===== config.mk =====
export PLATFORM = sky130hd
export DESIGN_NAME = gdm_lane
export DESIGN_NICKNAME = d
export VERILOG_FILES = /design/src/design/gdm_pkg.sv /design/src/design/gdm_lane.sv
export SDC_FILE = /design/constraint.sdc
export NUM_CORES = 1
export LEC_CHECK = 0
export ABC_AREA = 1
export BUFFER_PORTS_ARGS = -buffer_cell sky130_fd_sc_hd__buf_2
export CORE_UTILIZATION = 45
export CTS_CLUSTER_DIAMETER = 120
export DETAILED_ROUTE_END_ITERATION = 8
export SETUP_SLACK_MARGIN = 0.4
export SLEW_MARGIN = 20
export SYNTH_ARGS = -nofsm -noshare
export SYNTH_HDL_FRONTEND = slang
export SYNTH_SLANG_ARGS = --single-unit

===== constraint.sdc =====
create_clock -name clock -period 19.15 [get_ports clock]
set_clock_uncertainty 0.15 [all_clocks]
set_input_delay 2.8725 -clock clock [delete_from_list [all_inputs] [get_ports clock]]
set_output_delay 2.8725 -clock clock [all_outputs]
set_load 0.02 [all_outputs]

===== src/design/gdm_pkg.sv =====
// gdm_pkg: shared types and constants for the generational distance block
// item structs, widths, mode/status codes and the default parameter values
// no dependencies
package gdm_pkg;

   localparam int COORD_W = 24;
   localparam int NUM_COORDS = 8;
   localparam int SQUARE_W = 2 * COORD_W;
   localparam int ACC_W = 52;
   localparam int ROOT_W = ACC_W / 2;
   localparam int DIST_W = 27;
   localparam int SUM_W = 43;
   localparam int DIM_W = 4;

   localparam int DEF_FRONT_DEPTH = 1024;
   localparam int DEF_MAX_DIMENSIONS = 8;
   localparam int DEF_MAX_POPULATION = 65536;

   localparam logic [DIM_W-1:0] DIM_RESET = 4'd2;

   localparam logic [1:0] MODE_CLEAR = 2'd0;
   localparam logic [1:0] MODE_LOAD = 2'd1;
   localparam logic [1:0] MODE_MEASURE = 2'd2;
   localparam logic [1:0] MODE_FINISH = 2'd3;

   localparam logic [1:0] STATUS_OK = 2'd0;
   localparam logic [1:0] STATUS_EMPTY_FRONT = 2'd1;
   localparam logic [1:0] STATUS_NO_POPULATION = 2'd2;
   localparam logic [1:0] STATUS_FRONT_FULL = 2'd3;

   localparam logic KIND_POINT = 1'b0;
   localparam logic KIND_FINAL = 1'b1;

   typedef logic signed [COORD_W-1:0] coord_type;

   typedef struct packed {
      logic [1:0] mode;
      logic signed [COORD_W-1:0] coord_0;
      logic signed [COORD_W-1:0] coord_1;
      logic signed [COORD_W-1:0] coord_2;
      logic signed [COORD_W-1:0] coord_3;
      logic signed [COORD_W-1:0] coord_4;
      logic signed [COORD_W-1:0] coord_5;
      logic signed [COORD_W-1:0] coord_6;
      logic signed [COORD_W-1:0] coord_7;
   } gdm_req_type;

   typedef struct packed {
      logic result_kind;
      logic [DIST_W-1:0] distance_value;
      logic [1:0] status;
   } gdm_rsp_type;

endpackage


===== src/design/gdm_lane.sv =====
// gdm_lane: one coordinate lane, registered squared difference
// depends on gdm_pkg
module gdm_lane
   import gdm_pkg::*;
(
   input  logic clock,
   input  logic enable,
   input  coord_type front_coord,
   input  coord_type point_coord,
   output logic [SQUARE_W-1:0] square
);

   logic signed [COORD_W:0] diff;
   logic [COORD_W-1:0] mag;
   logic [SQUARE_W-1:0] square_ff;

   always_comb begin
      diff = {front_coord[COORD_W-1], front_coord} - {point_coord[COORD_W-1], point_coord};
      mag = diff[COORD_W] ? COORD_W'(-diff) : diff[COORD_W-1:0];
   end

   always_ff @(posedge clock) begin
      square_ff <= enable ? mag * mag : '0;
   end

   assign square = square_ff;

endmodule


==> impl_metrics.csv, run 1 <==
group,metric,value,unit
synth,synth.top_cell.area_share,43.0,%
grt,grt_pass1_wl,87500,um
route,ant_nets,0,
layout,final_net_count,3226,
status,status,"finished clean",
worst_setup_path,cp_max_fo,19,
floorplan,fp.dieW,211,um
sta,hold_viol_final,0,
floorplan,coreArea,43100,um2
worst_setup_path,crit_slowest_cell,"nand2_1",
synth,yosys-top-cells-area,"fa_1 43%, inv_1 13%, ha_1 12%",
route,route.detailed.drc,0,
floorplan,rows,76,
synth,synthArstFlopShare,0,%
route,wire_per_inst,16.7,um
sta,relSlewSlack,19.9,%
clock_tree,holdBufCountCts,0,
synth,synth.most_common_cell,"inv_1",
worst_setup_path,start_kind,"primary input",
worst_setup_path,crit_required,19.21,ns
layout,drive_above_1_share,7.73,%
route,vias,15900,
worst_setup_path,cpMostUsedCell,"fa_1",
grt,grt_pass1_vias,17200,
route,drt_iter0_markers,986,
route,drtPass1Iterations,7,
layout,seqCellArea,941,um2
grt,grt_max_degree,35,
synth,synth.avg_cell_area,7.91,um2
layout,num_antenna_cells,0,
synth,yosysSeqAreaShare,4.78,%
clock_tree,postCtsSetupRepairBufs,0,
place,io_buffers,96,
clock_tree,clk_pin_slew_worst_paths,0.07,ns
sta,tightest_slew,1.20,ns
place,gp_congestion,0.926,
synth,synth_common_cells,"689 x inv_1, 423 x fa_1, 392 x nand2_1",
clock_tree,post_cts_resized,0,
grt,antenna_found_initial,0,
layout,multi_input_area,15800,um2
sta,setup_viol,0,
sta,maxSlewViolCount,0,
synth,synth_nets,3155,
grt,gr-total-overflow,0,
route,drt-vias-per-instance,5.06,
worst_setup_path,crit_buf_inv,10,
worst_setup_path,setup.worst_path.end_class,"flip-flop",
job,cap_violations,0,
synth,synth_flop_cell,"dfxtp_1",
sta,final.setup.tns,0,ns
synth,synth_cells,2489,
synth,synth_edf_count,0,
sta,rsz0062_at_grt,"false",
worst_setup_path,critPathTopFamily,"adder cells",
sta,fin_crit,12.27,ns
worst_setup_path,path_class,"primary input to flip-flop",
clock_tree,cts_tree,"done",
floorplan,io_pins,98,
floorplan,dieArea,44600,um2
clock_tree,root_buffer,"clkbuf_16",
clock_tree,h-tree-depth,2,
place,dpl.hpwl,44100,um
synth,synth_warnings,0,
synth,synth-seq-cells,47,
floorplan,fp.dieH,211,um
grt,track_usage,25.3,%
clock_tree,cts_buffers,5,
worst_setup_path,cpPeakStageDelay,0.62,ns
route,totalWireLength,52500,um
sta,fin_crit_sh,64.1,%
sta,max_freq,0.0815,GHz
synth,synth.cell_area,19700,um2
floorplan,start_util,45.7,%
layout,largest_register_ffs,47,
worst_setup_path,cp.arrival,12.32,ns
worst_hold_path,hold_class,"primary input to flip-flop",
synth,synth.largest_area_cell,"fa_1",
clock_tree,cts_buffer_depth,2,
clock_tree,clock_sinks,47,
synth,synth_cell_types,51,
layout,syn_to_final_growth,6.03,%
layout,nFillCells,4336,
[layer usage]
| layer | vias to the layer above | GRT usage [%] | part of all wire, % |
|---|---|---|---|
| li1 | 7455 | - | - |
| met1 | 7909 | 31.7 | 41 |
| met2 | 442 | 45.4 | 51 |
| met3 | 105 | 2.93 | 5.2 |
| met4 | 0 | 7.55 | 3.2 |
| met5 | - | 0 | 0 |
[worst paths after layout]
kind	to	start	cells past startpoint	slack [ns]
worst max-delay path	square[43]$_SDFF_PN0_	front_coord[0]	43	6.88
worst min-delay path	square[5]$_SDFF_PN0_	enable	3	2.95
[placed cells by master, fill, tap and decap left out, types with 3 or more instances in the layout]
| master | count |
|---|---|
| a21o_1 | 7 |
| a21oi_1 | 108 |
| a31oi_1 | 8 |
| buf_2 | 96 |
| buf_4 | 10 |
| clkbuf_16 | 5 |
| dfxtp_1 | 47 |
| fa_1 | 423 |
| ha_1 | 193 |
| inv_1 | 689 |
| inv_2 | 20 |
| nand2_1 | 392 |
| nand2_2 | 14 |
| nand3_1 | 62 |
| nand3_2 | 4 |
| nand3b_1 | 7 |
| nand4_1 | 14 |
| nor2_1 | 285 |
| nor2_2 | 25 |
| nor3_1 | 7 |
| o21a_1 | 15 |
| o21ai_0 | 66 |
| o21ai_1 | 6 |
| o21ai_2 | 3 |
| o21bai_1 | 7 |
| or2_1 | 3 |
| xnor2_1 | 3 |
| xor2_1 | 6 |
| xor2_2 | 3 |
[area by class of cell]
cell class / count / area share, %
multi-input cells: 1689 / 75.9
inverters: 711 / 12.8
flip-flops and latches: 47 / 4.51
well taps: 585 / 3.51
repair buffers: 106 / 2.66
clock buffers: 7 / 0.635
clock inverters: 1 / 0.0240
[tightest hold or removal path, delay by kind of cell]
family | cells | cell delay, ns
buf+inv | 2 | 0.35
simple gates | 1 | 0.14
[kinds of logic after synthesis]
logic type | share of synthesized area, %
AND/OR/NAND/NOR | 17.4
buffers and inverters | 14.8
adder cells (fa/ha/maj) | 55.3
AO/OA/AOI/OAI | 6.79
flip-flops | 4.78
XOR/XNOR | 0.972
other | 0.0190
[through the flow]
| step | hold slack (ns) | std cells | worst slack (ns) | area, um2 | utilization [%] |
|---|---|---|---|---|---|
| 6_report | 2.95 | 3146 | 6.88 | 20900 | 48.5 |
| 5_1_grt | 2.99 | 3146 | 6.26 | 20900 | 48.5 |
| 4_1_cts | 2.94 | 3146 | 6.74 | 20900 | 48.5 |
| 3_5_place_dp | 3.14 | 3138 | 6.45 | 20700 | 48.2 |
| 3_3_place_gp | 3.14 | 3138 | 6.60 | 20700 | 48.2 |
| 2_1_floorplan | 2.86 | 2489 | 8.26 | 19700 | - |
Power of run 1 is not shown: default switching activity piles up to over one toggle a cycle in this logic, so the estimate is an artifact.
==> inputs of run 2 (changes only) <==
==> constraint.sdc (replaced) <==
create_clock -name clock -period 10.9 [get_ports clock]
set_clock_uncertainty 0.15 [all_clocks]
set_input_delay 1.635 -clock clock [delete_from_list [all_inputs] [get_ports clock]]
set_output_delay 1.635 -clock clock [all_outputs]
set_load 0.02 [all_outputs]
==> run 2 against run 1 <==
  * Count of clock-buffer cells in the layout fell by 1
  * Die area did not move
  * Worst setup slack got worse by 6.1 ns
  * Hold slack worse by 1.2 ns
  * First-iteration DRC count rose by 3.0%
  * Highest routed layer unchanged
  * Global-route usage rose by 0.54 points
==> impl_metrics.csv, run 2 (synthesis results as in run 1) <==
group,metric,value,unit
worst_setup_path,setup.worst_path.end_class,"flip-flop",
grt,track_usage,25.8,%
clock_tree,clk_pin_slew_worst_paths,0.08,ns
worst_hold_path,hold_class,"primary input to flip-flop",
worst_hold_path,hold_depth,3,
job,cap_violations,0,
route,wire_per_inst,16.8,um
floorplan,fp.dieW,211,um
layout,final_net_count,3289,
worst_setup_path,cpPeakStageDelay,0.58,ns
floorplan,fp.dieH,211,um
sta,rsz0062_at_grt,"true",
sta,relSlewSlack,55.3,%
route,drt-vias-per-instance,5.05,
place,post_dp_cell_area,21100,um2
clock_tree,h-tree-depth,2,
floorplan,dieArea,44600,um2
clock_tree,cts_tree,"done",
route,drtPass1Iterations,6,
worst_setup_path,path_class,"primary input to flip-flop",
layout,syn_to_final_growth,10.9,%
worst_setup_path,crit_required,10.98,ns
floorplan,coreArea,43100,um2
place,dpl.hpwl,46100,um
worst_setup_path,start_kind,"primary input",
grt,antenna_found_initial,0,
worst_hold_path,hold_start,"enable",
grt,gr-total-overflow,0,
route,vias,16200,
sta,hold_viol_final,0,
sta,maxSlewViolCount,0,
status,status,"finished clean",
worst_setup_path,crit_slowest_cell,"fa_1",
grt,grt_pass1_vias,17700,
route,totalWireLength,53800,um
clock_tree,holdBufCountCts,0,
sta,final.setup.tns,0,ns
route,route.detailed.drc,0,
sta,setup_viol,0,
worst_hold_path,hold_end,"square[3]$_SDFF_PN0_",
floorplan,start_util,45.7,%
sta,tightest_slew,0.670,ns
layout,drive_above_1_share,12.6,%
layout,final_common_cell,"inv_1",
worst_setup_path,cpMostUsedCell,"fa_1",
clock_tree,clock_sinks,47,
clock_tree,cts_buffers,5,
worst_setup_path,cp_max_fo,9,
route,drt_iter0_markers,1016,
clock_tree,cts_buffer_depth,2,
clock_tree,root_buffer,"clkbuf_16",
sta,max_freq,0.0988,GHz
sta,fin_crit,10.13,ns
layout,fin_area,21800,um2
layout,most-common-layout-cells,"683 x inv_1, 421 x fa_1, 383 x nand2_1",
grt,grt_max_degree,35,
layout,largest_register_ffs,47,
worst_setup_path,cp.arrival,10.21,ns
place,io_buffers,96,
route,ant_nets,0,
place,gp_congestion,0.938,
floorplan,io_pins,98,
sta,whs,1.71,ns
sta,fin_crit_sh,92.9,%
layout,num_antenna_cells,0,
floorplan,rows,76,
grt,grt_pass1_wl,89200,um
==> run 2: cell types whose count changed in the layout (fill, tap and decap cells not counted), moves of 5 or more <==
cell     previous run  this run
buf_4              10        61
nor2_1            285       262
nor2_2             25        43
a21oi_1           108        95
a21oi_2             1        12
ha_1              193       183
nand2_1           392       383
buf_6               0         7
inv_1             689       683
ha_2                0         5
ha_4                0         5
nand2_2            14        19
nor2_4              2         7
==> run 2: worst max-delay path, delay by kind of cell <==
kind                     cells  cell delay (ns)
AO/OA/AOI/OAI                4             0.49
XOR/XNOR                     1             0.16
adder cells (fa/ha/maj)     11             4.72
buffers and inverters        7             0.82
AND/OR/NAND/NOR             17             2.34
==> run 2: metal layers <==
| layer | vias up | track usage [%] | wire length, um |
|---|---|---|---|
| li1 | 7574 | - | - |
| met1 | 8061 | 31.8 | 21600 |
| met2 | 466 | 46.5 | 27400 |
| met3 | 114 | 3.32 | 3040 |
| met4 | 0 | 8.25 | 1790 |
| met5 | - | 0 | 0 |
==> run 2: through the flow <==
| stage | utilization, % | instances | setup WS, ns |
|---|---|---|---|
| 2_1_floorplan | - | 2489 | 1.25 |
| 3_3_place_gp | 48.9 | 3181 | 0.270 |
| 3_5_place_dp | 48.9 | 3181 | 0.145 |
| 4_1_cts | 49.4 | 3189 | 0.445 |
| 5_1_grt | 50.7 | 3209 | 0.312 |
| 6_report | 50.7 | 3209 | 0.774 |
==> run 2: how the worst max path moves through the flow <==
stage | start | end | slack, ns
global placement | front_coord[0] | square[32]$_SDFF_PN0_ | 0.27
floorplan | front_coord[0] | square[43]$_SDFF_PN0_ | 1.25
CTS | front_coord[0] | square[32]$_SDFF_PN0_ | 0.45
detailed placement | front_coord[0] | square[32]$_SDFF_PN0_ | 0.14
global route | front_coord[0] | square[27]$_SDFF_PN0_ | 0.31
finish | front_coord[0] | square[45]$_SDFF_PN0_ | 0.77
==> run 2: timing repair <==
| action | 4_1_cts | 5_1_grt |
|---|---|---|
| setup buffers | 0 | 20 |
| endpoints found under the setup margin | 0 | 30 |
| gates resized for setup | 0 | 107 |
==> run 2: final cells by class <==
class	count	area (um2)
tap	585	732
clock buffer	6	129
multi-input combinational	1689	16200
clock inverter	2	60.1
sequential	47	941
inverter	711	2700
timing repair buffer	169	1100
fill	4218	21200
Power of run 2 is left out for the same reason.
