===== src/design/gdm_pkg.sv =====
// gdm_pkg: shared types and constants for the generational distance block
// item structs, widths, mode/status codes and the default parameter values
// no dependencies
package gdm_pkg;

   localparam int COORD_W = 24;
   localparam int NUM_COORDS = 8;
   localparam int SQUARE_W = 2 * COORD_W;
   localparam int ACC_W = 52;
   localparam int ROOT_W = ACC_W / 2;
   localparam int DIST_W = 27;
   localparam int SUM_W = 43;
   localparam int DIM_W = 4;

   localparam int DEF_FRONT_DEPTH = 1024;
   localparam int DEF_MAX_DIMENSIONS = 8;
   localparam int DEF_MAX_POPULATION = 65536;

   localparam logic [DIM_W-1:0] DIM_RESET = 4'd2;

   localparam logic [1:0] MODE_CLEAR = 2'd0;
   localparam logic [1:0] MODE_LOAD = 2'd1;
   localparam logic [1:0] MODE_MEASURE = 2'd2;
   localparam logic [1:0] MODE_FINISH = 2'd3;

   localparam logic [1:0] STATUS_OK = 2'd0;
   localparam logic [1:0] STATUS_EMPTY_FRONT = 2'd1;
   localparam logic [1:0] STATUS_NO_POPULATION = 2'd2;
   localparam logic [1:0] STATUS_FRONT_FULL = 2'd3;

   localparam logic KIND_POINT = 1'b0;
   localparam logic KIND_FINAL = 1'b1;

   typedef logic signed [COORD_W-1:0] coord_type;

   typedef struct packed {
      logic [1:0] mode;
      logic signed [COORD_W-1:0] coord_0;
      logic signed [COORD_W-1:0] coord_1;
      logic signed [COORD_W-1:0] coord_2;
      logic signed [COORD_W-1:0] coord_3;
      logic signed [COORD_W-1:0] coord_4;
      logic signed [COORD_W-1:0] coord_5;
      logic signed [COORD_W-1:0] coord_6;
      logic signed [COORD_W-1:0] coord_7;
   } gdm_req_type;

   typedef struct packed {
      logic result_kind;
      logic [DIST_W-1:0] distance_value;
      logic [1:0] status;
   } gdm_rsp_type;

endpackage


===== src/design/gdm_isqrt.sv =====
// gdm_isqrt: iterative integer square root, two radicand bits per cycle
// depends on gdm_pkg
module gdm_isqrt
   import gdm_pkg::*;
(
   input  logic clock,
   input  logic reset,
   input  logic start,
   input  logic [ACC_W-1:0] radicand,
   output logic done,
   output logic [ROOT_W-1:0] root
);

   localparam int RW = ROOT_W + 2;
   localparam int CNT_W = $clog2(ROOT_W);

   logic [ACC_W-1:0] val_ff;
   logic [RW-1:0] rem_ff;
   logic [ROOT_W-1:0] root_ff;
   logic [CNT_W-1:0] cnt_ff;
   logic busy_ff, done_ff;
   logic [RW-1:0] rem_next, trial;

   always_comb begin
      rem_next = {rem_ff[RW-3:0], val_ff[ACC_W-1 -: 2]};
      trial = {root_ff, 2'b01};
   end

   always_ff @(posedge clock) begin
      if (reset) begin
         busy_ff <= 1'b0;
         done_ff <= 1'b0;
      end else begin
         done_ff <= 1'b0;
         if (start) begin
            busy_ff <= 1'b1;
         end else if (busy_ff && cnt_ff == CNT_W'(ROOT_W - 1)) begin
            busy_ff <= 1'b0;
            done_ff <= 1'b1;
         end
      end
      if (start) begin
         val_ff <= radicand;
         rem_ff <= '0;
         root_ff <= '0;
         cnt_ff <= '0;
      end else if (busy_ff) begin
         val_ff <= {val_ff[ACC_W-3:0], 2'b00};
         cnt_ff <= cnt_ff + 1'b1;
         if (rem_next >= trial) begin
            rem_ff <= rem_next - trial;
            root_ff <= {root_ff[ROOT_W-2:0], 1'b1};
         end else begin
            rem_ff <= rem_next;
            root_ff <= {root_ff[ROOT_W-2:0], 1'b0};
         end
      end
   end

   assign done = done_ff;
   assign root = root_ff;

endmodule


===== config.mk =====
export PLATFORM = sky130hd
export DESIGN_NAME = gdm_isqrt
export DESIGN_NICKNAME = d
export VERILOG_FILES = /design/src/design/gdm_pkg.sv /design/src/design/gdm_isqrt.sv
export SDC_FILE = /design/constraint.sdc
export NUM_CORES = 1
export LEC_CHECK = 0
export BUFFER_PORTS_ARGS = -buffer_cell sky130_fd_sc_hd__buf_2
export CAP_MARGIN = 15
export CORE_UTILIZATION = 62
export DETAILED_ROUTE_END_ITERATION = 10
export GPL_TIMING_DRIVEN = 1
export PLACE_DENSITY = 0.82
export SLEW_MARGIN = 5
export SYNTH_ARGS = -nofsm -noshare
export SYNTH_HDL_FRONTEND = slang
export SYNTH_SLANG_ARGS = --single-unit

===== constraint.sdc =====
create_clock -name clock -period 6.1 [get_ports clock]
set_input_delay 0.61 -clock clock [delete_from_list [all_inputs] [get_ports clock]]
set_output_delay 0.61 -clock clock [all_outputs]
set_load 0.1 [all_outputs]

==> flow_summary.ini, run 1 <==
[placement]
io_buffers = 81
pre_cts_ws_ps = 2210
routabilityCongestion = 0.909
place_area_sq_um = 6480
dp_hpwl_microns = 8150

[clocking]
cts.clk_slew.worst_paths_ps = 120
cts.repair.resized = 0
cts.sinks = 111
root_buffer = clkbuf_8
clk_path_buf_depth = 2
htreeDepth = 3
cts_buffers = 9
postCtsSetupRepairBufs = 0
holdBufCountCts = 0
cts_tree = done
worstSkewPairLatency_ps = 380

[yosys]
synthXorXnorAreaFrac_pct = 3.64
synth_edf_count = 52
synth_nets = 642
yosys.area_share.adder_pct = 6.24
synthFlopType = dfxtp_1
syn_area_sq_um = 6010
ys_async_sr_fraction_pct = 0
synth_area_per_cell_sq_um = 10.8
yosys_warnings = 0
synth-seq-area-share_pct = 45.6
ys_types = 65
synthCells = 557
synth_top_family_by_area = multiplexers
synth.area.mux_share_pct = 17.3
synth-simple-area-share_pct = 9.86
ys_ff_latch = 111
synth_compound_area_share_pct = 12.6

[sta]
drv_slew = 0
relSlewSlack_pct = 30.1
fin_crit_ps = 3940
hold_viol_final = 0
final.setup.tns_ps = 0
tightest_slew_ps = 1050
setup_viol = 0
rsz0062_at_grt = false
finalWorstSetupSlack_ps = 2160
period_share_pct = 64.6
clock.fmax_mhz = 254
fin_skew_ps = 14.5

[power_and_ir_drop]
p_sw_uw = 1350
power_frac_comb_pct = 55.8
switching_share_pct = 40.6
p_int_uw = 1980
peakVddDrop_mv = 0.341
pwr-share-clk_pct = 15.5
pwr-share-seq_pct = 28.7
leakagePower_uw = 0.00283
power_density_nw_per_um2 = 495

[setup_path]
cp_slowest_cell = o41ai_4
ff2ff_path_depth = 10
critPathLaunchType = flip-flop
cp-end-kind = flip-flop
path_buf_inv = 2
worstSetupPathType = reg2reg
required_ps = 6390
crit_arrival_ps = 4230
crit_chain = inv_1 -> ha_1 -> nand4_1 -> or4_1 -> nor4_2 -> a2111oi_2 -> o41ai_4 -> buf_4 -> mux2_4 -> a211oi_2
worstPathMaxFanout = 16
crit_family = compound AO/OA/AOI/OAI gates
critical_path_cell_count = 10
max_stage_delay_ps = 850

[global_routing]
antenna_found_initial = 0
grt_pass1_vias = 4313
grt_use_total_pct = 23.7
grt_pass1_wl_microns = 19100
grt_overflow = 0
grt_max_degree = 78

[detailed_routing]
firstDrtPassIters = 5
drt_iter0_drc = 202
post-route-drc-count = 0
viasPerCell = 5.69
wl_per_cell_microns = 15.3
wl_microns = 11600
route.vias.total = 4320
final_antenna_net_count = 0

[final_layout]
final_common_cell = buf_2
area_delta_synth_final_pct = 11.8
fin_nets = 710
layout_common_cells = 80 x buf_2, 62 x nor2_1, 58 x dfxtp_1
num_antenna_cells = 0
finalInstanceArea_sq_um = 6730
post-route-util_pct = 72.1
fillerInstances = 715
drive_above_1_share_pct = 26.7

[die]
io_pins = 82
start_util_pct = 64.5
coreArea_sq_um = 9330
dieArea_sq_um = 10100
std_cell_rows = 35
die_w_microns = 100
die_h_microns = 100

[outcome]
status = complete, no violations

[worst_hold_path]
min_path_type = in2reg
min_path_cells = 2

[job]
cap_violations = 0
==> power groups by stage <==
stage	Sequential [uW]	Clock [uW]	Combinational, uW
floorplan	980	0	1570
global placement	965	0	1770
detailed placement	970	0	1820
CTS	955	527	1840
global route	966	556	2010
finish	955	515	1860
==> routing by layer <==
metal	part of all wire (%)	vias to the layer above	routed length (microns)	global-route usage, %
met5	0	-	0	0
met4	1.2	0	143	6.91
met3	4.7	16	549	6.03
met2	50	102	5870	42.3
met1	44	2077	5060	28.1
li1	-	2125	-	-
==> synthesized netlist by cell type (all sizes together) (2+ instances only) <==
cell type  instances  share of area [%]
nor2              62                3.9
dfxtp             59                 20
edfxtp            52                 26
mux2              52                9.8
mux2i             45                7.5
inv               40                2.5
ha                30                6.2
nand2             25                1.6
o21ai             23                2.0
clkbuf            18                1.1
a21oi             17                1.4
xnor2             17                2.5
a211oi            15                2.0
a21o              12                1.5
buf                9                1.1
xor2               8                1.2
nand3              7               0.67
nand4              6               0.62
nor3               5               0.42
o21a               5               0.62
nand2b             4               0.42
nor4               4               0.52
a31oi              3               0.31
and2               3               0.35
o211ai             3               0.37
o21bai             3               0.37
o31ai              3               0.54
a2111oi            2               0.40
a311oi             2               0.29
nor2b              2               0.33
o2111ai            2               0.40
o221ai             2               0.58
o41ai              2               0.73
or3                2               0.29
==> path summary, 6_finish.rpt <==
path	startpoint	to	slack, ps
min	reset	busy_ff	390
max reg2reg	root[20]	rem_ff[13]	2160
max	root[20]	rem_ff[13]	2160
min reg2reg	rem_ff[25]	rem_ff[25]	470
==> per-stage QoR <==
| step | instances | total power, uW | hold WS (ps) |
|---|---|---|---|
| floorplan | 557 | 2550 | 432 |
| global placement | 743 | 2730 | 445 |
| detailed placement | 743 | 2790 | 468 |
| CTS | 759 | 3320 | 375 |
| global route | 759 | 3530 | 375 |
| finish | 759 | 3330 | 388 |
==> registers in the layout (all words and copies together), names as in the netlist <==
signal	cells
val_ff	52
rem_ff	26
done	1
root	26
busy_ff	1
cnt_ff	5
==> layout make-up <==
| type | count | area (sq um) | share of cell area [%] |
|---|---|---|---|
| Timing Repair Buffer | 84 | 430 | 6.40 |
| Sequential cell | 111 | 2740 | 40.8 |
| Multi-Input combinational cell | 379 | 3000 | 44.6 |
| Clock inverter | 7 | 119 | 1.77 |
| Inverter | 40 | 150 | 2.23 |
| Clock buffer | 9 | 124 | 1.84 |
| Tap cell | 129 | 161 | 2.40 |
==> cell families after synthesis <==
family / after synthesis
AND/OR/NAND/NOR: 126
multiplexers: 97
buffers and inverters: 67
XOR/XNOR: 25
flip-flops: 111
adder cells (fa/ha/maj): 30
AO/OA/AOI/OAI: 101
Power figures use the tool's default switching activity.
==> run 2: changes to the inputs <==
Settings changed: CORE_UTILIZATION 62 to 58, PLACE_DENSITY 0.82 to 0.77.
Clock period 6.1 ns to 3.91 ns, I/O delays scaled along.
==> flow_summary.ini, run 2 (same netlist as run 1, synthesis figures left out) <==
[die]
coreArea_sq_um = 9910
std_cell_rows = 36
die_h_microns = 104
io_pins = 82
start_util_pct = 60.7
dieArea_sq_um = 10800
die_w_microns = 104

[final_layout]
fin_cells = 766
post-route-util_pct = 68.1
layout_common_cells = 80 x buf_2, 62 x nor2_1, 58 x dfxtp_1
num_antenna_cells = 0
final_common_cell = buf_2
fin_nets = 713
drive_above_1_share_pct = 27.0
regMostFlops = val_ff
largest_reg_flops = 52
area_delta_synth_final_pct = 12.2

[global_routing]
grt_pass1_vias = 4237
grt_max_degree = 63
grt_use_total_pct = 22.5
grt_pass1_wl_microns = 19700
grt_overflow = 0
antenna_found_initial = 0

[setup_path]
reg2reg_from = root[0]
critPathLaunchType = flip-flop
cpMostUsedCell = o41ai_4
crit_family = compound AO/OA/AOI/OAI gates
worstSetupPathType = reg2reg
crit_arrival_ps = 3530
required_ps = 4200
crit_chain = inv_1 -> ha_1 -> nor2b_4 -> o2111ai_2 -> o21ai_2 -> o41ai_4 -> o221ai_4 -> a2111oi_2 -> o41ai_4 -> buf_4 -> mux2_4 -> a211oi_2
worstPathMaxFanout = 6
cp_slowest_cell = a2111oi_2
cp-end-kind = flip-flop
startpoint = root[0]
path_buf_inv = 2
max_stage_delay_ps = 450

[detailed_routing]
viasPerCell = 5.60
firstDrtPassIters = 5
route.vias.total = 4291
wl_microns = 11800
drt_iter0_drc = 215
final_antenna_net_count = 0
post-route-drc-count = 0
wl_per_cell_microns = 15.4

[placement]
dp.cells = 750
routabilityCongestion = 0.888
dp_hpwl_microns = 8210
pre_cts_ws_ps = 741
io_buffers = 81

[sta]
tightest_slew_ps = 1050
fin_skew_ps = 12.8
rsz0062_at_grt = false
clock.fmax_mhz = 309
setup_viol = 0
drv_slew = 0
period_share_pct = 82.7
finalWorstSetupSlack_ps = 676
relSlewSlack_pct = 29.7
hold_viol_final = 0
fin_crit_ps = 3230
final.setup.tns_ps = 0

[clocking]
cts.sinks = 111
postCtsSetupRepairBufs = 0
root_buffer = clkbuf_8
clk_path_buf_depth = 2
cts.clk_slew.worst_paths_ps = 100
cts_buffers = 9
cts.repair.resized = 0
htreeDepth = 3
worstSkewPairLatency_ps = 380
holdBufCountCts = 0
cts_tree = done

[worst_hold_path]
min-delay-start = reset
min_path_type = in2reg

[job]
cap_violations = 0

[outcome]
status = complete, no violations

[power_and_ir_drop]
peakVddDrop_mv = 0.404
leakagePower_uw = 0.00283
power_density_nw_per_um2 = 770
==> run 2: layout make-up <==
| cell class | instances | area (sq um) |
|---|---|---|
| Multi-Input combinational cell | 379 | 3000 |
| Clock inverter | 7 | 113 |
| Inverter | 40 | 150 |
| Sequential cell | 111 | 2740 |
| Timing Repair Buffer | 87 | 453 |
| Fill cell | 804 | 3160 |
| Tap cell | 133 | 166 |
| Clock buffer | 9 | 124 |
==> run 2: metal layers <==
metal,up-vias,GRT usage (%),wire (microns)
li1,2142,-,-
met5,-,0,0
met1,2033,28.5,5240
met3,19,4.47,468
met4,0,7.76,227
met2,97,38.4,5840
==> run 2: report_power, final <==
part,internal [uW],total (uW),switching (uW),leakage [uW]
Sequential,1390,1490,103,0.00100
Combinational,1360,2920,1550,0.00171
Clock,375,791,416,0.000115
==> run 2: final timing paths <==
check	end	slack (ps)	cells after the start
setup / recovery	rem_ff[13]	680	12
setup reg to reg	rem_ff[13]	680	12
hold reg to reg	rem_ff[25]	480	2
hold / removal	busy_ff	170	2
==> run 2: metrics by stage <==
stage | area [sq um] | hold WS (ps) | power (uW)
final | 6750 | 174 | 5200
after global routing | 6750 | 159 | 5540
after CTS | 6750 | 157 | 5200
after detailed placement | 6510 | 458 | 4390
after global placement | 6510 | 443 | 4330
after floorplan | 6010 | 432 | 3970
==> run 3: changes to the inputs <==
Clock period 3.91 ns to 3.2 ns, I/O delays scaled along.
==> flow_summary.ini, run 3 (same netlist as run 1, synthesis figures left out) <==
[setup_path]
worstSetupPathType = reg2reg
worstPathMaxFanout = 8
required_ps = 3510
crit_arrival_ps = 3340
critPathLaunchType = flip-flop
cp-end-kind = flip-flop

[final_layout]
fillerInstances = 763
post-route-util_pct = 71.7
regMostFlops = val_ff
largest_reg_flops = 52
seqCellArea_sq_um = 2770
drive_above_1_share_pct = 34.9
final_common_cell = buf_2
num_antenna_cells = 0
fin_nets = 761
area_delta_synth_final_pct = 18.2
multi_input_area_sq_um = 3010
layout_common_cells = 80 x buf_2, 62 x nor2_1, 53 x buf_4
fin_cells = 814

[sta]
fin_crit_ps = 3030
setup_viol = 0
finalWorstSetupSlack_ps = 166
holdWs_ps = 76.0
hold_viol_final = 0
period_share_pct = 94.8
drv_slew = 0
relSlewSlack_pct = 28.4
rsz0062_at_grt = false
clock.fmax_mhz = 330
tightest_slew_ps = 1070
final.setup.tns_ps = 0
fin_skew_ps = 12.5

[detailed_routing]
wl_microns = 12000
final_antenna_net_count = 0
drt_iter0_drc = 230
viasPerCell = 5.52
route.vias.total = 4491
firstDrtPassIters = 5
post-route-drc-count = 0
wl_per_cell_microns = 14.8

[placement]
pre_cts_ws_ps = -310
io_buffers = 81
dp.cells = 792
routabilityCongestion = 0.886
dp_hpwl_microns = 8630

[global_routing]
antenna_found_initial = 0
grt_pass1_vias = 4472
grt_overflow = 0
grt_pass1_wl_microns = 20200
grt_max_degree = 99
grt_use_total_pct = 23.5

[clocking]
htreeDepth = 3
cts.sinks = 111
cts.clk_slew.worst_paths_ps = 110
holdBufCountCts = 0
cts_tree = done
root_buffer = clkbuf_8
worstSkewPairLatency_ps = 400
clk_path_buf_depth = 2
cts_buffers = 9

[die]
die_h_microns = 104
io_pins = 82
dieArea_sq_um = 10800
std_cell_rows = 36
die_w_microns = 104
start_util_pct = 60.7
coreArea_sq_um = 9910

[job]
cap_violations = 0

[power_and_ir_drop]
leakagePower_uw = 0.00306
peakVddDrop_mv = 0.497
power_density_nw_per_um2 = 968

[outcome]
status = complete, no violations

[worst_hold_path]
min_path_type = in2reg
[run 3: cell types whose count changed in the layout (fill, tap and decap cells not counted), moves of 2 or more]
| cell | before | now |
|---|---|---|
| buf_4 | 7 | 53 |
| bufinv_16 | 2 | 0 |
| dfxtp_1 | 58 | 40 |
| dfxtp_2 | 1 | 19 |
[run 3: repair_timing]
action | 4_1_cts | 5_1_grt
gates resized for setup | 0 | 3
pin swaps | 1 | 1
gates cloned | 0 | 0
buffers inserted | 6 | 0
endpoints found under the setup margin | 27 | 16
[run 3: worst paths after layout]
| path | start | to | slack [ps] | depth (start not counted) |
|---|---|---|---|---|
| hold / removal | reset | busy_ff | 80 | 2 |
| setup reg to reg | root[8] | rem_ff[13] | 170 | 11 |
| setup / recovery | root[8] | rem_ff[13] | 170 | 11 |
| hold reg to reg | rem_ff[25] | rem_ff[25] | 470 | 2 |
[run 3: final cells by class]
cell class	count	share of cell area (%)
multi-input combinational	379	42.4
sequential	111	38.9
timing repair buffer	135	11.7
tap	133	2.34
inverter	40	2.11
clock buffer	9	1.74
clock inverter	7	0.827
[run 3: layer usage]
metal	wire [microns]	vias up	track usage (%)	share of wire [%]
met2	6220	91	41.7	52
met5	0	-	0	0
met3	537	15	7.11	4.5
met1	5080	2147	26.9	42
met4	212	0	7.76	1.8
li1	-	2238	-	-
[run 3: through the flow]
step / total power, uW / area, sq um
after floorplan: 4860 / 6040
after CTS: 6840 / 7090
after global routing: 7340 / 7110
after detailed placement: 5770 / 6860
after global placement: 5640 / 6860
final: 6880 / 7110
[run 3: report_power, final]
group / leakage [uW] / switching (uW) / internal (uW)
logic: 0.00195 / 2080 / 2190
clock network: 0.0000944 / 505 / 299
registers: 0.00101 / 115 / 1700
total: 0.00306 / 2700 / 4190
[run 3: critical path, stage by stage, from the launching register on]
cell and delay [ps]:
dfxtp_2 340, inv_1 40, ha_1 330, and2_4 180, nand3_2 100, or4_1 530
nor4_2 280, a2111oi_4 110, o41ai_4 330, buf_6 190, mux2_4 300, a211oi_2 200
