`config.mk`:
```
export PLATFORM = sky130hd
export DESIGN_NAME = gdm_div
export DESIGN_NICKNAME = d
export VERILOG_FILES = /design/src/design/gdm_pkg.sv /design/src/design/gdm_div.sv
export SDC_FILE = /design/constraint.sdc
export NUM_CORES = 1
export LEC_CHECK = 0
export BUFFER_PORTS_ARGS = -buffer_cell sky130_fd_sc_hd__buf_2
export CAP_MARGIN = 20
export CORE_UTILIZATION = 50
export DETAILED_ROUTE_END_ITERATION = 16
export HOLD_SLACK_MARGIN = 0.12
export PLACE_DENSITY = 0.75
export SYNTH_ARGS = -nofsm -noshare
export SYNTH_HDL_FRONTEND = slang
export SYNTH_SLANG_ARGS = --single-unit
```
`constraint.sdc`:
```
create_clock -name clock -period 3.67 [get_ports clock]
set_input_delay 0 -clock clock [delete_from_list [all_inputs] [get_ports clock]]
set_output_delay 0 -clock clock [all_outputs]
set_load 0.05 [all_outputs]
```
`src/design/gdm_pkg.sv`:
```
// gdm_pkg: shared types and constants for the generational distance block
// item structs, widths, mode/status codes and the default parameter values
// no dependencies
package gdm_pkg;

   localparam int COORD_W = 24;
   localparam int NUM_COORDS = 8;
   localparam int SQUARE_W = 2 * COORD_W;
   localparam int ACC_W = 52;
   localparam int ROOT_W = ACC_W / 2;
   localparam int DIST_W = 27;
   localparam int SUM_W = 43;
   localparam int DIM_W = 4;

   localparam int DEF_FRONT_DEPTH = 1024;
   localparam int DEF_MAX_DIMENSIONS = 8;
   localparam int DEF_MAX_POPULATION = 65536;

   localparam logic [DIM_W-1:0] DIM_RESET = 4'd2;

   localparam logic [1:0] MODE_CLEAR = 2'd0;
   localparam logic [1:0] MODE_LOAD = 2'd1;
   localparam logic [1:0] MODE_MEASURE = 2'd2;
   localparam logic [1:0] MODE_FINISH = 2'd3;

   localparam logic [1:0] STATUS_OK = 2'd0;
   localparam logic [1:0] STATUS_EMPTY_FRONT = 2'd1;
   localparam logic [1:0] STATUS_NO_POPULATION = 2'd2;
   localparam logic [1:0] STATUS_FRONT_FULL = 2'd3;

   localparam logic KIND_POINT = 1'b0;
   localparam logic KIND_FINAL = 1'b1;

   typedef logic signed [COORD_W-1:0] coord_type;

   typedef struct packed {
      logic [1:0] mode;
      logic signed [COORD_W-1:0] coord_0;
      logic signed [COORD_W-1:0] coord_1;
      logic signed [COORD_W-1:0] coord_2;
      logic signed [COORD_W-1:0] coord_3;
      logic signed [COORD_W-1:0] coord_4;
      logic signed [COORD_W-1:0] coord_5;
      logic signed [COORD_W-1:0] coord_6;
      logic signed [COORD_W-1:0] coord_7;
   } gdm_req_type;

   typedef struct packed {
      logic result_kind;
      logic [DIST_W-1:0] distance_value;
      logic [1:0] status;
   } gdm_rsp_type;

endpackage

```
`src/design/gdm_div.sv`:
```
// gdm_div: restoring divider, one quotient bit per cycle
// depends on gdm_pkg
module gdm_div
   import gdm_pkg::*;
#(
   parameter int DEN_W = 17
) (
   input  logic clock,
   input  logic reset,
   input  logic start,
   input  logic [SUM_W-1:0] numerator,
   input  logic [DEN_W-1:0] denominator,
   output logic done,
   output logic [SUM_W-1:0] quotient
);

   localparam int CNT_W = $clog2(SUM_W);

   logic [SUM_W-1:0] num_ff;
   logic [DEN_W-1:0] den_ff;
   logic [DEN_W:0] rem_ff;
   logic [CNT_W-1:0] cnt_ff;
   logic busy_ff, done_ff;
   logic [DEN_W:0] rem_next;

   assign rem_next = {rem_ff[DEN_W-1:0], num_ff[SUM_W-1]};

   always_ff @(posedge clock) begin
      if (reset) begin
         busy_ff <= 1'b0;
         done_ff <= 1'b0;
      end else begin
         done_ff <= 1'b0;
         if (start) begin
            busy_ff <= 1'b1;
         end else if (busy_ff && cnt_ff == CNT_W'(SUM_W - 1)) begin
            busy_ff <= 1'b0;
            done_ff <= 1'b1;
         end
      end
      if (start) begin
         num_ff <= numerator;
         den_ff <= denominator;
         rem_ff <= '0;
         cnt_ff <= '0;
      end else if (busy_ff) begin
         cnt_ff <= cnt_ff + 1'b1;
         if (rem_next >= {1'b0, den_ff}) begin
            rem_ff <= rem_next - {1'b0, den_ff};
            num_ff <= {num_ff[SUM_W-2:0], 1'b1};
         end else begin
            rem_ff <= rem_next;
            num_ff <= {num_ff[SUM_W-2:0], 1'b0};
         end
      end
   end

   assign done = done_ff;
   assign quotient = num_ff;

endmodule

```
==> impl_metrics.ini, run 1 <==
[global_route]
grt_use_met1 = 0.309
grt_max_degree = 35
grt_antenna_before_repair = 0
top_usage_layer = met2
grt_pass1_wl_mm = 17.8
use_met2 = 0.422
gr-total-overflow = 0
use_met3 = 0.0728
grtUsageTotal = 0.253
grt_pass1_vias = 3698

[pwr]
switching_share = 0.323
p_seq_frac = 0.474
power_density_nw_per_um2 = 417
p_leak_nw = 2.44
power.ir.vdd_worst_v = 0.000300
clockPowerShare = 0.275
p_sw_mw = 0.796
internal_power_mw = 1.67
comb_power_share = 0.251

[clocking]
cts_tree = yes
clockRootBuffer = clkbuf_8
clockBufferDepth = 2
insertion_delay_ns = 0.36
cts_buffers = 9
h-tree-depth = 3
ctsResizeCount = 0
clkTransAtPathRegs_ns = 0.09
postCtsSetupBuffers = 0
cts_sinks = 85

[floorplanning]
io_pins = 107
coreArea_um2 = 8680
start_util = 0.515
rows = 34
dieArea_um2 = 9330
fp.dieH_um = 96.6
dieWidth_um = 96.6

[yosys]
syn_area_um2 = 4470
yosysTopAreaCellShare = 0.403
synthFlopType = edfxtp_1
yosysWarnings = 0
syn_area_per_cell_um2 = 11.7
synth_edf_count = 60
synth_cell_types = 54
yosysMostFrequentCell = edfxtp_1
synth-seq-area-share = 0.515
yosys-top-cells-area = edfxtp_1, dfxtp_1, mux2_2, ha_1, nand2_1
ys_ff_latch = 85
synthTopCellsByCount = edfxtp_1, mux2_2, nand2_1, nor2_1, dfxtp_1
yosysTopAreaCell = edfxtp_1
async_reset_ff_frac = 0
synth_cells = 383
syn_nets = 466

[timing]
setup_tns_ns = 0
hold_violations = 0
period_share = 0.794
min_period_ns = 2.91
rsz0062_at_grt = no
fin_worst_skew_ns = 0.00812
tightest_slew_ns = 0.786
setup_viol_count_final = 0
max_freq_ghz = 0.343
slew_violations = 0
worst_slack_ns = 0.756
holdWs_ns = 0.267
maxSlewHeadroom = 0.474

[routing]
remaining_drc_errors = 0
via_count = 3658
finalWirelength_mm = 11.1
wire_per_inst_um = 16.8
drt_iter0_drc = 309
via_per_inst = 5.54
antenna_left = 0
drt_pass1_iterations = 5

[place]
gp_congestion = 0.893
port_buffers = 106
dp_slack_ns = 0.808
hpwl_mm = 7.09

[layout]
post-route-util = 0.680
area_growth_pct = 31.9
drive_gt1_frac = 0.328
diodes = 0
nets = 630

[critical_path]
rr_startpoint = quotient[42]
crit_arrival_ns = 3.16
crit_type = reg -> reg
worst-path-max-fanout = 25
r2r_setup_slack_ns = 0.76
regToRegEndpoint = rem_ff[8]
end_kind = flip-flop
cp.required_ns = 3.92
reg2regPathDepth = 10
start_kind = flip-flop

[flow_run]
maxCapViolCount = 0

[worst_hold_path]
min-delay-start = start
hold_end = den_ff[7]
hold_path_class = in -> reg
min_delay_path_depth = 1

[run_status]
status = complete, no violations
-- state kept, by name (all words and copies together), names as in the netlist --
name	cells
quotient	43
den_ff	17
rem_ff	17
cnt_ff	6
busy_ff	1
done	1
-- critical path, stage by stage, from the launching register on --
cell,delay [ns]
edfxtp_1,0.40
inv_1,0.09
ha_1,0.17
inv_1,0.05
fa_1,0.39
a21o_1,0.23
a221oi_2,0.34
o2111a_1,0.32
o21ai_4,0.23
nor4b_1,0.24
a2111oi_2,0.33
-- how the worst max path moves through the flow --
stage	slack [ns]	to	cells after the start	startpoint
final	0.76	rem_ff[8]	10	quotient[42]
after global routing	0.55	rem_ff[8]	10	quotient[42]
after floorplan	0.74	quotient[0]	10	quotient[42]
after global placement	0.85	rem_ff[8]	10	quotient[42]
after CTS	0.73	rem_ff[8]	10	quotient[42]
after detailed placement	0.81	rem_ff[8]	10	quotient[42]
-- timing repair --
| action | in CTS | in global routing |
|---|---|---|
| hold buffers | 61 | 0 |
| hold endpoints to repair | 62 | 0 |
| setup endpoints to repair | 0 | 0 |
-- through the flow --
stage / power [mW] / area, um^2 / cells
6_report: 2.46 / 5900 / 660
5_1_grt: 2.57 / 5900 / 660
4_1_cts: 2.46 / 5900 / 660
3_5_place_dp: 1.74 / 5090 / 583
3_3_place_gp: 1.73 / 5090 / 583
2_1_floorplan: 1.60 / 4470 / 383
-- cells in the final DEF, fill, tap and decap left out, types with 6 or more instances in the layout --
| cell | n |
|---|---|
| buf_2 | 106 |
| dlygate4sd3_1 | 61 |
| edfxtp_1 | 60 |
| mux2_2 | 44 |
| nor2_1 | 28 |
| nand2_1 | 28 |
| dfxtp_1 | 25 |
| inv_1 | 24 |
| ha_1 | 19 |
| a21oi_1 | 15 |
| o21ai_0 | 12 |
| mux2i_1 | 10 |
| a211oi_1 | 9 |
| clkbuf_8 | 9 |
| xor2_1 | 7 |
| a21o_1 | 6 |
| nand4_1 | 6 |
-- kinds of logic after synthesis --
logic type / Yosys count / synth area share
AO/OA/AOI/OAI: 72 / 0.119
XOR/XNOR: 12 / 0.0235
adder cells (fa/ha/maj): 20 / 0.0576
buffers and inverters: 43 / 0.0392
flip-flops: 85 / 0.515
multiplexers: 55 / 0.137
AND/OR/NAND/NOR: 96 / 0.109
-- area by class of cell --
cell class | count | area [um^2]
flip-flops and latches | 85 | 2300
fillers | 657 | 2780
well taps | 108 | 135
clock buffers | 9 | 124
multi-input cells | 255 | 2000
inverters | 24 | 90.1
repair buffers | 172 | 1180
clock inverters | 7 | 73.8
-- power by group through the flow --
stage / Combinational, mW / Clock (mW) / Sequential (mW)
finish: 0.617 / 0.678 / 1.17
global route: 0.663 / 0.725 / 1.18
CTS: 0.609 / 0.690 / 1.16
detailed placement: 0.556 / 0 / 1.18
global placement: 0.547 / 0 / 1.18
floorplan: 0.244 / 0 / 1.35
-- routing by layer --
layer / up-vias / wire (um)
met4: 0 / 229
met1: 1716 / 4590
met5: - / 0
met2: 167 / 5440
met3: 18 / 825
li1: 1757 / -
No activity file was read; power rests on OpenSTA's default activity.
==> run 2, diff against run 1 <==
--- a/config.mk
+++ b/config.mk
@@ -7,10 +7,10 @@
 export LEC_CHECK = 0
 export BUFFER_PORTS_ARGS = -buffer_cell sky130_fd_sc_hd__buf_2
 export CAP_MARGIN = 20
-export CORE_UTILIZATION = 50
+export CORE_UTILIZATION = 49
 export DETAILED_ROUTE_END_ITERATION = 16
 export HOLD_SLACK_MARGIN = 0.12
-export PLACE_DENSITY = 0.75
+export PLACE_DENSITY = 0.77
 export SYNTH_ARGS = -nofsm -noshare
 export SYNTH_HDL_FRONTEND = slang
 export SYNTH_SLANG_ARGS = --single-unit
==> constraint.sdc (replaced) <==
create_clock -name clock -period 2.5 [get_ports clock]
set_input_delay 0 -clock clock [delete_from_list [all_inputs] [get_ports clock]]
set_output_delay 0 -clock clock [all_outputs]
set_load 0.05 [all_outputs]
==> impl_metrics.ini, run 2 (synthesis results as in run 1) <==
[global_route]
grtUsageTotal = 0.246
gr-total-overflow = 0
grt_max_degree = 42
grt_antenna_before_repair = 0
grt_pass1_wl_mm = 18.7
grt_pass1_vias = 3881

[place]
port_buffers = 106
hpwl_mm = 7.34
gp_congestion = 0.884
dp_cells = 604

[clocking]
clockRootBuffer = clkbuf_8
cts_tree = yes
clkTransAtPathRegs_ns = 0.09
h-tree-depth = 3
cts_buffers = 9
cts_sinks = 85
clockBufferDepth = 2
insertion_delay_ns = 0.36

[layout]
multiInputGateArea_um2 = 2070
instances_no_fill = 688
final_common_cell = buf_2
diodes = 0
post-route-util = 0.706
area_growth_pct = 38.3
mostFrequentLayoutCells = buf_2, dlygate4sd3_1, edfxtp_1
fillerInstances = 591
seqCellArea_um2 = 2300
largest_register_ffs = 43
drive_gt1_frac = 0.381
nets = 658

[critical_path]
worst-path-max-fanout = 8
start_kind = flip-flop
end_kind = flip-flop
critPathLaunch = quotient[42]
crit_type = reg -> reg
cp.required_ns = 2.77
rr_startpoint = quotient[42]
crit_arrival_ns = 2.77

[routing]
via_count = 3766
wire_per_inst_um = 16.5
drt_iter0_drc = 233
drt_pass1_iterations = 4
remaining_drc_errors = 0
via_per_inst = 5.47
finalWirelength_mm = 11.3
antenna_left = 0

[timing]
maxSlewHeadroom = 0.631
hold_violations = 0
period_share = 1.00
slew_violations = 0
setup_viol_count_final = 0
rsz0062_at_grt = yes
max_freq_ghz = 0.400
setup_tns_ns = 0
fin_worst_skew_ns = 0.00917
tightest_slew_ns = 0.547
min_period_ns = 2.50
holdWs_ns = 0.158

[floorplanning]
dieArea_um2 = 9520
io_pins = 107
dieWidth_um = 97.5
coreArea_um2 = 8760
rows = 34
start_util = 0.510
fp.dieH_um = 97.5

[pwr]
power_density_nw_per_um2 = 580
p_leak_nw = 2.56
power.ir.vdd_worst_v = 0.000379

[run_status]
status = complete, no violations

[worst_hold_path]
hold_path_class = in -> reg
min-delay-start = start

[flow_run]
maxCapViolCount = 0
[run 2: changes by cell type in the layout (fill, tap and decap cells not counted), sizes merged]
cell / delta
clkinvlp: +1
bufinv: -1
clkinv: -1
clkbuf: +1
buf: +28
[run 2: path summary, 6_finish.rpt]
check / to / slack, ns / cells after the start
max: rem_ff[1] / 0.0009 / 11
min: cnt_ff[0] / 0.16 / 3
max reg2reg: rem_ff[1] / 0.0009 / 11
min reg2reg: rem_ff[15] / 0.49 / 2
[run 2: report_power, final]
part	internal (mW)	switching (mW)	total (mW)
Clock	0.368	0.517	0.885
Combinational	0.397	0.592	0.988
Sequential	1.64	0.0686	1.71
Total	2.41	1.18	3.59
[run 2: per-stage QoR]
| stage | total power, mW | setup WS (ns) | instance area, um^2 |
|---|---|---|---|
| after floorplan | 2.34 | -0.270 | 4480 |
| after global placement | 2.58 | 0.0780 | 5260 |
| after detailed placement | 2.60 | -0.0881 | 5260 |
| after CTS | 3.58 | -0.0590 | 6110 |
| after global routing | 3.74 | -0.134 | 6180 |
| final | 3.59 | 0.000910 | 6180 |
[run 2: timing repair]
| item | in CTS | in global routing |
|---|---|---|
| resized for setup | 8 | 9 |
| setup endpoints to repair | 10 | 18 |
| setup buffers | 4 | 3 |
| pin swaps | 11 | 9 |
| hold buffers | 61 | 0 |
| hold endpoints to repair | 62 | 0 |
[run 2: final cells by class]
| cell class | count | area share |
|---|---|---|
| clock buffer | 10 | 0.0206 |
| clock inverter | 6 | 0.00749 |
| inverter | 24 | 0.0146 |
| multi-input combinational | 255 | 0.335 |
| sequential | 85 | 0.372 |
| tap | 108 | 0.0218 |
| timing repair buffer | 200 | 0.228 |
[run 2: critical path, stage by stage, from the launching register on]
cell      delay, ns
edfxtp_1       0.42
inv_2          0.11
ha_4           0.14
inv_2          0.03
fa_2           0.34
a21o_1         0.20
a221oi_2       0.27
o2111a_2       0.26
o21ai_4        0.12
buf_6          0.17
mux2i_1        0.13
a211oi_1       0.21
[run 2: layer usage]
layer | global-route usage | part of all wire | routed length, um | up-vias
li1 | - | - | - | 1821
met1 | 0.310 | 0.43 | 4830 | 1787
met2 | 0.423 | 0.50 | 5620 | 146
met3 | 0.0561 | 0.065 | 732 | 12
met4 | 0.0713 | 0.013 | 153 | 0
met5 | 0 | 0 | 0 | -
==> run 3, diff against run 2 <==
==> constraint.sdc (replaced) <==
create_clock -name clock -period 2.5 [get_ports clock]
set_input_delay 0.5 -clock clock [delete_from_list [all_inputs] [get_ports clock]]
set_output_delay 0.5 -clock clock [all_outputs]
set_load 0.05 [all_outputs]
==> impl_metrics.ini, run 3 (synthesis results as in run 1) <==
[critical_path]
crit_type = reg -> reg
crit_top_cell = inv_2
cp_slowest_cell = edfxtp_1
start_kind = flip-flop
slowest_delay_ns = 0.43
crit_chain = inv_2, ha_4, inv_2, fa_2, a21o_1, a221oi_2, o2111a_2, o21ai_4, buf_6, mux2i_1, a211oi_1
worst-path-max-fanout = 8
cp.required_ns = 2.78
end_kind = flip-flop
crit_arrival_ns = 2.77
r2r_setup_slack_ns = 0.005

[global_route]
grt_pass1_vias = 3614
grtUsageTotal = 0.221
grt_antenna_before_repair = 0
grt_max_degree = 38
gr-total-overflow = 0
grt_pass1_wl_mm = 16.8

[floorplanning]
io_pins = 107
start_util = 0.510
dieArea_um2 = 9520
rows = 34
coreArea_um2 = 8760
fp.dieH_um = 97.5
dieWidth_um = 97.5

[layout]
area_growth_pct = 25.0
nets = 593
mostFrequentLayoutCells = buf_2, edfxtp_1, mux2_2
instances_no_fill = 623
final_common_cell = buf_2
drive_gt1_frac = 0.433
diodes = 0
largest_register_ffs = 43

[place]
gp_congestion = 0.995
hpwl_mm = 7.35
dp_cells = 602
port_buffers = 106

[clocking]
cts_buffers = 9
postCtsHoldBufs = 0
cts_tree = yes
clkTransAtPathRegs_ns = 0.09
clockRootBuffer = clkbuf_8
clockBufferDepth = 2
h-tree-depth = 3
cts_sinks = 85
insertion_delay_ns = 0.36

[timing]
slew_violations = 0
setup_viol_count_final = 0
maxSlewHeadroom = 0.497
setup_tns_ns = 0
fin_worst_skew_ns = 0.0110
hold_violations = 0
min_period_ns = 2.50
max_freq_ghz = 0.401
period_share = 0.998
tightest_slew_ns = 0.751
rsz0062_at_grt = yes

[routing]
drt_pass1_iterations = 4
antenna_left = 0
wire_per_inst_um = 16.3
drt_iter0_drc = 224
via_per_inst = 5.61
remaining_drc_errors = 0
finalWirelength_mm = 10.2
via_count = 3494

[pwr]
p_leak_nw = 2.33
power.ir.vdd_worst_v = 0.000435
power_density_nw_per_um2 = 653

[run_status]
status = complete, no violations

[flow_run]
maxCapViolCount = 0

[worst_hold_path]
hold_path_class = in -> reg
## run 3: layout make-up
cell class                      instances  area [um^2]
Clock buffer                           10          138
Clock inverter                          6         76.3
Fill cell                             660         3170
Inverter                               24         90.1
Multi-Input combinational cell        255         2080
Sequential cell                        85         2300
Tap cell                              108          135
Timing Repair Buffer                  135          772
## run 3: report_power, final
part	switching, mW	leakage, nW	internal, mW
clock	0.543	0.109	0.507
combinational	0.576	1.42	0.323
sequential	0.0622	0.803	1.64
total	1.18	2.33	2.47
## run 3: critical path: cells and delay by family, from the launching register on
kind | cells | cell delay, ns
AOI/OAI and AO/OA | 5 | 1.06
buffers and inverters | 3 | 0.33
muxes | 1 | 0.11
DFF | 1 | 0.43
adders and majority gates | 2 | 0.48
## run 3: per-layer routing
layer | vias up | global-route usage | part of all wire
met5 | - | 0 | 0
li1 | 1692 | - | -
met2 | 142 | 0.362 | 0.47
met1 | 1642 | 0.269 | 0.43
met4 | 0 | 0.0848 | 0.019
met3 | 18 | 0.0755 | 0.080
## run 3: per-stage QoR
step	cell area, um^2	setup slack, ns	utilization	power, mW	hold slack, ns
after floorplan	4480	-0.270	-	2.34	0.443
after global placement	5250	0.0642	0.599	2.58	0.469
after detailed placement	5250	-0.0284	0.599	2.59	0.469
after CTS	5490	-0.00762	0.626	3.66	0.285
after global routing	5590	-0.105	0.638	3.80	0.285
final	5590	0.00462	0.638	3.65	0.307
## run 3: path summary, 6_finish.rpt
path                        from         to  cells past startpoint
setup / recovery    quotient[42]  rem_ff[6]                     11
hold reg to reg        cnt_ff[5]       done                      2
setup reg to reg    quotient[42]  rem_ff[6]                     11
hold / removal    denominator[7]  den_ff[7]                      1
## run 3: timing repair
| action | in CTS | in global routing |
|---|---|---|
| pin swaps | 1 | 8 |
| gates resized for setup | 3 | 20 |
| endpoints found under the setup margin | 7 | 17 |
| setup buffers | 2 | 3 |
| endpoints found under the hold margin | 0 | 0 |
